## src/pcs_pkg.sv

```systemverilog
// ----------------------------------------------------------------------------
// pcs_pkg
// Types and codes shared by the priority counting semaphore files.
// ----------------------------------------------------------------------------
`default_nettype none

package pcs_pkg;

    localparam int COUNT_W = 16;
    localparam int ID_W    = 8;
    localparam int TIME_W  = 16;
    localparam int SCORE_W = TIME_W + 1;

    typedef enum logic [1:0] {
        OP_URGENT_ACQ = 2'd0,
        OP_NORMAL_ACQ = 2'd1,
        OP_RELEASE    = 2'd2,
        OP_UNUSED     = 2'd3
    } t_opcode;

    typedef enum logic [2:0] {
        ST_ACQUIRED  = 3'd0,
        ST_QUEUED    = 3'd1,
        ST_HANDED    = 3'd2,
        ST_RAISED    = 3'd3,
        ST_FULL      = 3'd4,
        ST_SATURATED = 3'd5
    } t_status;

    typedef enum logic [2:0] {
        S_IDLE,
        S_EXEC,
        S_UWALK,
        S_UPLACE,
        S_UPOP,
        S_NPOP,
        S_RESULT
    } t_state;

    typedef struct packed {
        logic [1:0]        opcode;
        logic [ID_W-1:0]   requester_id;
        logic [TIME_W-1:0] arrival_tick;
        logic [TIME_W-1:0] slack_time;
    } t_in_word;

    typedef struct packed {
        logic [2:0]      status;
        logic            woken_valid;
        logic [ID_W-1:0] woken_id;
        logic            woken_was_urgent;
    } t_out_word;

    typedef struct packed {
        logic [SCORE_W-1:0] score;
        logic [ID_W-1:0]    id;
    } t_u_entry;

endpackage

`default_nettype wire

```

## src/pcs_ram.sv

```systemverilog
// ----------------------------------------------------------------------------
// pcs_ram
// Generic simple dual-port RAM, one write port and one registered read port.
// ----------------------------------------------------------------------------
`default_nettype none

module pcs_ram #(
    parameter int WIDTH = 8,
    parameter int DEPTH = 16,
    parameter int AW    = (DEPTH > 1) ? $clog2(DEPTH) : 1
) (
    input  wire logic             i_clk,
    input  wire logic             i_we,
    input  wire logic [AW-1:0]    i_waddr,
    input  wire logic [WIDTH-1:0] i_wdata,
    input  wire logic             i_re,
    input  wire logic [AW-1:0]    i_raddr,
    output logic      [WIDTH-1:0] o_rdata
);

    logic [WIDTH-1:0] r_mem [0:DEPTH-1];

    always_ff @(posedge i_clk) begin
        if (i_we) begin
            r_mem[i_waddr] <= i_wdata;
        end
        if (i_re) begin
            o_rdata <= r_mem[i_raddr];
        end
    end

endmodule

`default_nettype wire

```

## src/priority_counting_semaphore.sv

```systemverilog
// ----------------------------------------------------------------------------
// priority_counting_semaphore
// Counting semaphore with an ordered urgent wait queue and a fifo normal queue.
// ----------------------------------------------------------------------------
// An acquire takes the count when it is nonzero; otherwise an urgent acquire is
// queued by arrival_tick + slack_time (lower first, ties in arrival order) and a
// normal acquire is queued in order. A release hands the grant to the urgent
// head, else the normal head, else raises the count (saturating at 65535).
// Every word except opcode 3 gives one result word. The result word is
// registered through the exec and result states, with a pop state between them
// for a release that hands off; an urgent acquire that queues behind occupied
// entries walks from the tail and shifts each queued urgent entry with a larger
// score one place back, one per cycle, through the one read port and one write
// port of the urgent RAM, then writes the new entry. The result word waits while
// the output register still holds an unaccepted word, and the next command word
// can be accepted in the cycle after the result is registered. Writing
// i_cfg_wdata reloads the count and empties both queues by clearing their
// pointers and occupancy; no clearing pass is needed.
`default_nettype none

module priority_counting_semaphore
    import pcs_pkg::*;
#(
    parameter int URGENT_QUEUE_DEPTH = 16,
    parameter int NORMAL_QUEUE_DEPTH = 16
) (
    input  wire logic               i_clk,
    input  wire logic               i_rst_n,
    input  wire logic               i_in_valid,
    output logic                    o_in_ready,
    input  wire t_in_word           i_in_word,
    output logic                    o_out_valid,
    input  wire logic               i_out_ready,
    output t_out_word               o_out_word,
    input  wire logic               i_cfg_we,
    input  wire logic [COUNT_W-1:0] i_cfg_wdata
);

    localparam int UAW = (URGENT_QUEUE_DEPTH > 1) ? $clog2(URGENT_QUEUE_DEPTH) : 1;
    localparam int NAW = (NORMAL_QUEUE_DEPTH > 1) ? $clog2(NORMAL_QUEUE_DEPTH) : 1;
    localparam int UOW = $clog2(URGENT_QUEUE_DEPTH + 1);
    localparam int NOW = $clog2(NORMAL_QUEUE_DEPTH + 1);
    localparam int UEW = $bits(t_u_entry);

    localparam logic [UAW-1:0] U_LAST = UAW'(URGENT_QUEUE_DEPTH - 1);
    localparam logic [NAW-1:0] N_LAST = NAW'(NORMAL_QUEUE_DEPTH - 1);
    localparam logic [UOW-1:0] U_FULL = UOW'(URGENT_QUEUE_DEPTH);
    localparam logic [NOW-1:0] N_FULL = NOW'(NORMAL_QUEUE_DEPTH);

    function automatic logic [UAW-1:0] f_u_prev(input logic [UAW-1:0] p);
        return (p == '0) ? U_LAST : p - 1'b1;
    endfunction

    function automatic logic [UAW-1:0] f_u_next(input logic [UAW-1:0] p);
        return (p == U_LAST) ? '0 : p + 1'b1;
    endfunction

    function automatic logic [NAW-1:0] f_n_next(input logic [NAW-1:0] p);
        return (p == N_LAST) ? '0 : p + 1'b1;
    endfunction

    t_state             r_state, n_state;
    t_in_word           r_in, n_in;
    logic [SCORE_W-1:0] r_score, n_score;
    logic [COUNT_W-1:0] r_count, n_count;
    logic [UAW-1:0]     r_u_head, n_u_head, r_u_tail, n_u_tail, r_cur, n_cur;
    logic [UOW-1:0]     r_u_occ, n_u_occ, r_left, n_left;
    logic [NAW-1:0]     r_n_head, n_n_head, r_n_tail, n_n_tail;
    logic [NOW-1:0]     r_n_occ, n_n_occ;
    t_out_word          r_res, n_res;
    logic               r_out_valid, n_out_valid;
    t_out_word          r_out_word, n_out_word;

    logic           u_we, u_re;
    logic [UAW-1:0] u_waddr, u_raddr;
    t_u_entry       u_wdata, u_rdata;
    logic [UEW-1:0] u_rbits;
    logic           q_we, q_re;
    logic [NAW-1:0] q_waddr, q_raddr;
    logic [ID_W-1:0] q_wdata, q_rdata;

    assign u_rdata = t_u_entry'(u_rbits);

    pcs_ram #(.WIDTH(UEW), .DEPTH(URGENT_QUEUE_DEPTH), .AW(UAW)) u_urgent_ram (
        .i_clk   (i_clk),
        .i_we    (u_we),
        .i_waddr (u_waddr),
        .i_wdata (UEW'(u_wdata)),
        .i_re    (u_re),
        .i_raddr (u_raddr),
        .o_rdata (u_rbits)
    );

    pcs_ram #(.WIDTH(ID_W), .DEPTH(NORMAL_QUEUE_DEPTH), .AW(NAW)) u_normal_ram (
        .i_clk   (i_clk),
        .i_we    (q_we),
        .i_waddr (q_waddr),
        .i_wdata (q_wdata),
        .i_re    (q_re),
        .i_raddr (q_raddr),
        .o_rdata (q_rdata)
    );

    assign o_in_ready  = (r_state == S_IDLE);
    assign o_out_valid = r_out_valid;
    assign o_out_word  = r_out_word;

    always_ff @(posedge i_clk) begin
        if (!i_rst_n) begin
            r_state     <= S_IDLE;
            r_count     <= COUNT_W'(1);
            r_u_head    <= '0;
            r_u_tail    <= '0;
            r_u_occ     <= '0;
            r_n_head    <= '0;
            r_n_tail    <= '0;
            r_n_occ     <= '0;
            r_out_valid <= 1'b0;
        end else begin
            r_state     <= n_state;
            r_count     <= n_count;
            r_u_head    <= n_u_head;
            r_u_tail    <= n_u_tail;
            r_u_occ     <= n_u_occ;
            r_n_head    <= n_n_head;
            r_n_tail    <= n_n_tail;
            r_n_occ     <= n_n_occ;
            r_out_valid <= n_out_valid;
        end
        r_in       <= n_in;
        r_score    <= n_score;
        r_cur      <= n_cur;
        r_left     <= n_left;
        r_res      <= n_res;
        r_out_word <= n_out_word;
    end

    always_comb begin
        n_state     = r_state;
        n_in        = r_in;
        n_score     = r_score;
        n_count     = r_count;
        n_u_head    = r_u_head;
        n_u_tail    = r_u_tail;
        n_u_occ     = r_u_occ;
        n_cur       = r_cur;
        n_left      = r_left;
        n_n_head    = r_n_head;
        n_n_tail    = r_n_tail;
        n_n_occ     = r_n_occ;
        n_res       = r_res;
        n_out_valid = r_out_valid && !i_out_ready;
        n_out_word  = r_out_word;

        u_we    = 1'b0;
        u_waddr = r_cur;
        u_wdata = '{score: r_score, id: r_in.requester_id};
        u_re    = 1'b0;
        u_raddr = f_u_prev(r_cur);
        q_we    = 1'b0;
        q_waddr = r_n_tail;
        q_wdata = r_in.requester_id;
        q_re    = 1'b0;
        q_raddr = r_n_head;

        case (r_state)
            S_IDLE: begin
                if (i_in_valid) begin
                    n_in    = i_in_word;
                    n_score = SCORE_W'(i_in_word.arrival_tick)
                            + SCORE_W'(i_in_word.slack_time);
                    if (i_in_word.opcode != OP_UNUSED) begin
                        n_state = S_EXEC;
                    end
                end
            end
            S_EXEC: begin
                n_res   = '0;
                n_state = S_RESULT;
                if (r_in.opcode == OP_RELEASE) begin
                    if (r_u_occ != '0) begin
                        u_re     = 1'b1;
                        u_raddr  = r_u_head;
                        n_u_head = f_u_next(r_u_head);
                        n_u_occ  = r_u_occ - 1'b1;
                        n_state  = S_UPOP;
                    end else if (r_n_occ != '0) begin
                        q_re     = 1'b1;
                        n_n_head = f_n_next(r_n_head);
                        n_n_occ  = r_n_occ - 1'b1;
                        n_state  = S_NPOP;
                    end else if (r_count == '1) begin
                        n_res.status = ST_SATURATED;
                    end else begin
                        n_count      = r_count + 1'b1;
                        n_res.status = ST_RAISED;
                    end
                end else if (r_count != '0) begin
                    n_count      = r_count - 1'b1;
                    n_res.status = ST_ACQUIRED;
                end else if (r_in.opcode == OP_URGENT_ACQ) begin
                    if (r_u_occ == U_FULL) begin
                        n_res.status = ST_FULL;
                    end else begin
                        n_res.status = ST_QUEUED;
                        n_u_tail     = f_u_next(r_u_tail);
                        n_u_occ      = r_u_occ + 1'b1;
                        if (r_u_occ == '0) begin
                            u_we    = 1'b1;
                            u_waddr = r_u_tail;
                        end else begin
                            u_re    = 1'b1;
                            u_raddr = f_u_prev(r_u_tail);
                            n_cur   = r_u_tail;
                            n_left  = r_u_occ;
                            n_state = S_UWALK;
                        end
                    end
                end else begin
                    if (r_n_occ == N_FULL) begin
                        n_res.status = ST_FULL;
                    end else begin
                        q_we         = 1'b1;
                        n_n_tail     = f_n_next(r_n_tail);
                        n_n_occ      = r_n_occ + 1'b1;
                        n_res.status = ST_QUEUED;
                    end
                end
            end
            S_UWALK: begin
                if (u_rdata.score > r_score) begin
                    u_we    = 1'b1;
                    u_wdata = u_rdata;
                    n_cur   = f_u_prev(r_cur);
                    n_left  = r_left - 1'b1;
                    if (r_left == UOW'(1)) begin
                        n_state = S_UPLACE;
                    end else begin
                        u_re    = 1'b1;
                        u_raddr = f_u_prev(f_u_prev(r_cur));
                    end
                end else begin
                    u_we    = 1'b1;
                    n_state = S_RESULT;
                end
            end
            S_UPLACE: begin
                u_we    = 1'b1;
                n_state = S_RESULT;
            end
            S_UPOP: begin
                n_res.woken_valid      = 1'b1;
                n_res.woken_id         = u_rdata.id;
                n_res.woken_was_urgent = 1'b1;
                n_res.status           = ST_HANDED;
                n_state                = S_RESULT;
            end
            S_NPOP: begin
                n_res.woken_valid = 1'b1;
                n_res.woken_id    = q_rdata;
                n_res.status      = ST_HANDED;
                n_state           = S_RESULT;
            end
            S_RESULT: begin
                if (!r_out_valid || i_out_ready) begin
                    n_out_valid = 1'b1;
                    n_out_word  = r_res;
                    n_state     = S_IDLE;
                end
            end
            default: begin
                n_state = S_IDLE;
            end
        endcase

        // reload count and empty both queues
        if (i_cfg_we) begin
            n_count  = i_cfg_wdata;
            n_u_head = '0;
            n_u_tail = '0;
            n_u_occ  = '0;
            n_n_head = '0;
            n_n_tail = '0;
            n_n_occ  = '0;
        end
    end

endmodule

`default_nettype wire

```

## config.mk

```make
export PLATFORM = sky130hd
export DESIGN_NAME = priority_counting_semaphore
export DESIGN_NICKNAME = d
export VERILOG_FILES = /design/src/pcs_pkg.sv /design/src/pcs_ram.sv /design/src/priority_counting_semaphore.sv
export SDC_FILE = /design/constraint.sdc
export NUM_CORES = 1
export LEC_CHECK = 0
export BUFFER_PORTS_ARGS = -buffer_cell sky130_fd_sc_hd__buf_4
export CAP_MARGIN = 20
export CORE_ASPECT_RATIO = 0.75
export CORE_MARGIN = 10
export CORE_UTILIZATION = 56
export CTS_CLUSTER_DIAMETER = 40
export DETAILED_ROUTE_END_ITERATION = 10
export PLACE_DENSITY = 0.76
export SYNTH_ARGS = -nofsm -noshare
export SYNTH_HDL_FRONTEND = slang
export SYNTH_SLANG_ARGS = --single-unit
```

## constraint.sdc

```tcl
create_clock -name i_clk -period 3.87 [get_ports i_clk]
set_input_delay 0.387 -clock i_clk [delete_from_list [all_inputs] [get_ports i_clk]]
set_output_delay 0.387 -clock i_clk [all_outputs]
set_load 0.005 [all_outputs]
```

# Yosys cells after proc, flatten, opt, wreduce, memory -nomap -nowiden
# Memories as Yosys holds them, arrays and structs flattened. A register that Yosys moved wholly into a read port is not among the register bits.
# Index checks and enable logic that the tools add are counted.
# word_totals
wordCells	225
ram_bits	528
latchBits	0
memories	2
out_inout_bits	15
rom_bits	0
ff_bits	108
# classes
div_mod_pow	0
reduce_logical	33
n_shift	0
n_mux	109
bitwise_logic	7
magnitude_cmp	1
n_addsub	15
eq_ne	36
mul	0
# mem_list
name	depth	width	rd	rd_ports_with_merged_regs	write_ports	line_no	source
u_urgent_ram.r_mem	16	25	1	1	1	pcs_ram.sv:21	logic [WIDTH-1:0] r_mem [0:DEPTH-1];
u_normal_ram.r_mem	16	8	1	1	1	pcs_ram.sv:21	
# op_table
op	n
16-bit 2-to-1 mux	7
4-bit 2-to-1 mux	27
5-bit 2-to-1 mux	17
3-bit 2-to-1 mux	18
25-bit 2-to-1 mux	2
12-bit case mux with 3 select lines	1
1-bit 2-to-1 mux	28
2-bit != test, second input constant	14
5-bit AND reduction	4
16-bit by 16-bit adder with 17-bit output	1
17-bit greater-than comparator	1
16-bit by 1-bit adder with 16-bit output, second input constant	1
4-bit by 1-bit adder with 4-bit output, second input constant	4
16-bit == test, second input constant	1
4-bit == test, second input constant	4
4-bit case mux with 2 select lines	2
16-bit nonzero test	1
16-bit by 1-bit subtractor with 16-bit output, second input constant	1
3-bit case mux with 5 select lines	1
5-bit by 1-bit subtractor with 5-bit output, second input constant	3
4-bit zero test	3
3-bit != test, second input constant	4
4-bit by 1-bit subtractor with 4-bit output, second input constant	3
5-bit by 1-bit adder with 5-bit output, second input constant	2
27 further kinds	51

# Depth between registers and ports, before layout
# depth
word_depth	9
mapped_depth	15
depth_no_buf	13

# Modules after synthesis
# From an unflattened synthesis, not the netlist that was laid out.
# unflattened
hier_cells	1671
hier_area_um2	28220.8
# modules_own_cells
mod	area_each_um2	cells_per_inst	instances	seq_area_each_um2
pcs_ram (u_urgent_ram)	15801.4	660	1	12762.2
priority_counting_semaphore	7191.9	782	1	2782.7
pcs_ram (u_normal_ram)	5227.5	229	1	4083.9

# Worst setup path before layout
# Ideal clock, no wire load.
# synth_path
kind	reg2reg
start	register r_in[40] (netlist bit)
end	register r_count[14]
setup_ps	59
stages_incl_launch_ff	15
arrival_time_ps	3594
setup_slack_ps	217
period_less_slack_ps	3653
cell_sequence	edfxtp_1 > clkbuf_1 > nand2b_1 > buf_1 > ha_1 > a21o_1 > a21o_1 > a21oi_1 > o21ai_0 > a41oi_1 > nor4b_1 > o41ai_1 > xnor2_1 > o211ai_1 > o211a_1
# synth_between
elab_chain_len	4
word_cells_on_any_way	9
# synth_rtl
item	line_no	source
start: declaration	priority_counting_semaphore.sv:63	t_in_word r_in, n_in;
start signal: assignment	priority_counting_semaphore.sv:130	r_in <= n_in;
2-bit == test (*)	priority_counting_semaphore.sv:180	if (r_in.opcode == OP_RELEASE) begin
16-bit 2-to-1 mux	priority_counting_semaphore.sv:180	
16-bit 2-to-1 mux	priority_counting_semaphore.sv:166	case (r_state)
16-bit 2-to-1 mux	priority_counting_semaphore.sv:277	if (i_cfg_we) begin
end signal: assignment	priority_counting_semaphore.sv:121	r_count <= n_count;
end: declaration	priority_counting_semaphore.sv:65	logic [COUNT_W-1:0] r_count, n_count;
# Every way passes the cells marked *; elsewhere a longest branch is shown, timed or not. The select of a mux whose other input is x is not followed.
# A chain may end at the register's enable or synchronous reset.

# Final worst setup path
# layout_path
start	register r_score[2]
end	register u_urgent_ram.o_rdata[19] (read register of u_urgent_ram.r_mem) (data pin)
# layout_between
elab_chain_len	3
word_cells_on_any_way	5
# layout_rtl
item	line_no	source
start: declaration	priority_counting_semaphore.sv:64	logic [SCORE_W-1:0] r_score, n_score;
start signal: assignment	priority_counting_semaphore.sv:131	r_score <= n_score;
17-bit greater-than comparator (*)	priority_counting_semaphore.sv:231	if (u_rdata.score > r_score) begin
4-bit 2-to-1 mux or 1-bit 2-to-1 mux (tied branches)	priority_counting_semaphore.sv:231	
4-bit case mux with 2 select lines or 1-bit case mux with 2 select lines (tied branches)	priority_counting_semaphore.sv:166	
end: declaration	pcs_ram.sv:18	output logic [WIDTH-1:0] o_rdata
# Every way passes the cells marked *; elsewhere a longest branch is shown, timed or not.

==> results.md <==
- Later-pin clock latency in the skew report: around 0.62 ns
- Flops & latches, synth: about 670
- I/O Pins: 78
- Vias: roughly 18000
- Final Skew: around 0.018 ns
- Worst-Margin Slew: about 1.1 ns
- Pwr/cell area: just under 700 mW/mm²
- Metal3 WL: 7200 µm
- Synth async-reset ratio: 0
- WL met2: roughly 32000 µm
- Register Area: about 0.020 mm²
- Worst VDD drop: 546 µV
- FMAX: roughly 270 MHz
- Die Y: between 200 and 250 µm
- Routed len/inst: 24.3 µm
- Outcome: finished clean
- Max Root-Sink Buffers: 3
- Max incr delay on CP: about 0.38 ns
- H-tree depth: 3
- Mapped Cells: around 1900
- Final setup viols: 0
- Vias in the first global route: 17500
- Final Power: roughly 24 mW
- Post-route DRC violation count: 0
- Cell Rows: between 70 and 80
- Met1 wire length: slightly below 30000 µm
- Layout cell share with drive strength beyond 1: 0.196
- Worst-path maximum fanout: 23
- Initial DRC count: 2057
- Post-DP Area: between 0.03 and 0.04 mm²
- Initial antenna violation count: 2
- Largest area contributor in the netlist: edfxtp_1
- Total clock sinks: 669
- Syn_nets: ~2100
- P_leak: between 10 and 15 nW
- Period utilization: 0.969
- CTS tree: yes
- Largest net degree at the start of global routing: 52
- Arrival time worst endpoint: between 4 and 5 ns
- WP buf/inv: 4
- ANT nets after route: 0
- Final net count: between 2000 and 2500
- Commonest non-fill, non-tap cell in the layout: edfxtp_1
- MaxCap Viol Count: 0
- Initial Util: 0.565
- Main synth FF type: edfxtp_1
- Port buffer count: between 70 and 80
- Top cells by area, synth: edfxtp_1, mux2i_1, dfxtp_1
- Cell family with most CP delay: compound AO/OA/AOI/OAI gates
- Area Growth Syn to Fin: 16.7%
- Area occupied by multi-input gates: ~0.0090 mm²
- CTS Buf Count: 74
- Final hold vios: 0
- Avg Cell Area, Syn: 15.0 µm²
- Kind of critical path: reg2reg
- First-pass DRT Iterations: 6
- Critical Path RT: 4.20 ns
- Global-route usage over all layers: 0.223
- Post-Syn Area: between 0.02 and 0.03 mm²
- Core area: 0.0514 mm²
- Clock Pin Slew Worst Setup and Hold Paths: about 0.060 ns
- Post-DR vias/cell: slightly above 6
- Most frequent cells in the layout: edfxtp_1, mux2i_1, buf_4, nand2_1, a21oi_1
- Layout Cell Area excl Fill: ~0.034 mm²
- Die ar.: about 0.06 mm²
- Routed WL: about 70000 µm
- Fillers: about 3400
- Fin util: 0.659
- Uppermost routed layer: met4
- Setup TNS: 0 ns
- Fin crit period: 3.75 ns
- First-pass GRT wire length: roughly 110000 µm
- Die Wd: around 280 µm
- Hold WC Path Type: in2reg
- CP max-delay cell: edfxtp_1
- Critical Path, Cell by Cell: inv_1 -> ha_1 -> nand4_1 -> nor4_4 -> nand3_1 -> o41ai_1 -> a211oi_1 -> buf_4 -> a211oi_4 -> buf_12 -> buf_12 -> mux2i_1 -> o221ai_1 -> a21oi_1 -> a211oi_1
- Clock root buffer: clkbuf_16
- Overflow after GRT: 0
- Placer congestion estimate: between 0.8 and 0.9
- Max-slew violations: 0
- Worst setup SP type: register
- Seq/Total Area, Yosys: 0.676
- Top-area cell type share of the netlist area: 0.644
- Ys Warns: 0
- Dpl hpwl: ~43000 µm
- Rel. slew slack: 0.291
- Post-synth EDFFs: roughly 620
- CP Capture Type: register
- Cell variety after synth: between 70 and 80
-- state kept, by name, summed over array words and instances (netlist names) --
| name | cells |
|---|---|
| q_waddr | 4 |
| u_urgent_ram.r_mem | 400 |
| r_score | 17 |
| u_urgent_ram.o_rdata | 25 |
| r_count | 16 |
| r_u_head | 4 |
| r_u_occ | 5 |
| u_normal_ram.r_mem | 128 |
| u_normal_ram.o_rdata | 8 |
| q_wdata | 8 |
| r_n_occ | 5 |
| r_left | 5 |
| r_state | 3 |
| r_cur | 4 |
| r_in | 2 |
| r_u_tail | 4 |
| o_out_valid | 1 |
| o_out_word | 13 |
| q_raddr | 4 |
| r_res | 13 |
-- power by group --
part / total [mW] / internal (mW) / switching (mW)
logic: 7.18 / 2.76 / 4.42
registers: 9.43 / 9.12 / 0.301
clock network: 6.92 / 3.98 / 2.94
total: 23.5 / 15.9 / 7.66
-- worst reg2reg max path, delay by kind of cell, from the launching register on --
family | cells | cell delay (ns)
adders and majority gates | 1 | 0.29
muxes | 1 | 0.29
and+or+nand+nor | 3 | 0.71
AOI/OAI and AO/OA | 6 | 1.13
DFF | 1 | 0.38
buffers and inverters | 4 | 0.67
-- Yosys cell counts (15+ instances only) --
| library cell | number |
|---|---|
| edfxtp_1 | 623 |
| mux2i_1 | 207 |
| nand2_1 | 157 |
| nor2_1 | 115 |
| a21oi_1 | 107 |
| ha_1 | 66 |
| clkbuf_1 | 54 |
| inv_1 | 54 |
| dfxtp_1 | 46 |
| mux4_2 | 40 |
| mux2_2 | 38 |
| o21ai_0 | 34 |
| a211oi_1 | 29 |
| xnor2_1 | 28 |
| nor3_1 | 23 |
| a22oi_1 | 21 |
| nand3_1 | 18 |
| o21ai_1 | 17 |
| xor2_1 | 16 |
| a21o_1 | 15 |
-- cell families after synthesis --
kind of cell,synth area share
flip-flops,0.676
multiplexers,0.119
AO/OA/AOI/OAI,0.0788
buffers and inverters,0.0230
XOR/XNOR,0.0133
adder cells (fa/ha/maj),0.0312
AND/OR/NAND/NOR,0.0589
-- cell type report --
cell class / count / area share
Inverter: 56 / 0.00620
Sequential cell: 669 / 0.579
Clock inverter: 46 / 0.0141
Antenna cell: 2 / 0.000148
Clock buffer: 89 / 0.0569
Tap cell: 703 / 0.0259
Multi-Input combinational cell: 1119 / 0.264
Timing Repair Buffer: 201 / 0.0533
-- worst paths after layout --
path	startpoint	endpoint	slack [ns]	cells past startpoint
worst max register to register	r_score[2]	u_urgent_ram.o_rdata[19]	0.12	15
worst max-delay path	r_score[2]	u_urgent_ram.o_rdata[19]	0.12	15
worst min-delay path	i_cfg_wdata[7]	r_count[7]	0.02	2
worst min register to register	r_res[10]	o_out_word[10]	0.42	0
-- metal layers --
metal	global-route usage	up-vias
met2	0.346	988
met3	0.0514	150
li1	-	7858
met5	0	-
met1	0.309	8848
met4	0.0699	0
-- stage by stage --
step                hold slack [ns]  setup WS (ns)  std cells
global placement              0.403          0.229       2719
finish                       0.0237          0.119       2885
detailed placement            0.405          0.161       2719
floorplan                     0.400          0.217       1933
global route                0.00617        -0.0278       2883
CTS                       0.0000297         0.0926       2871
-- timing repair --
action / CTS / global route
gates resized for setup: 0 / 6
hold endpoints to repair: 17 / 0
endpoints found under the setup margin: 0 / 19
buffers inserted: 0 / 11
hold buffers: 17 / 0
No activity file was read; power rests on OpenSTA's default activity.
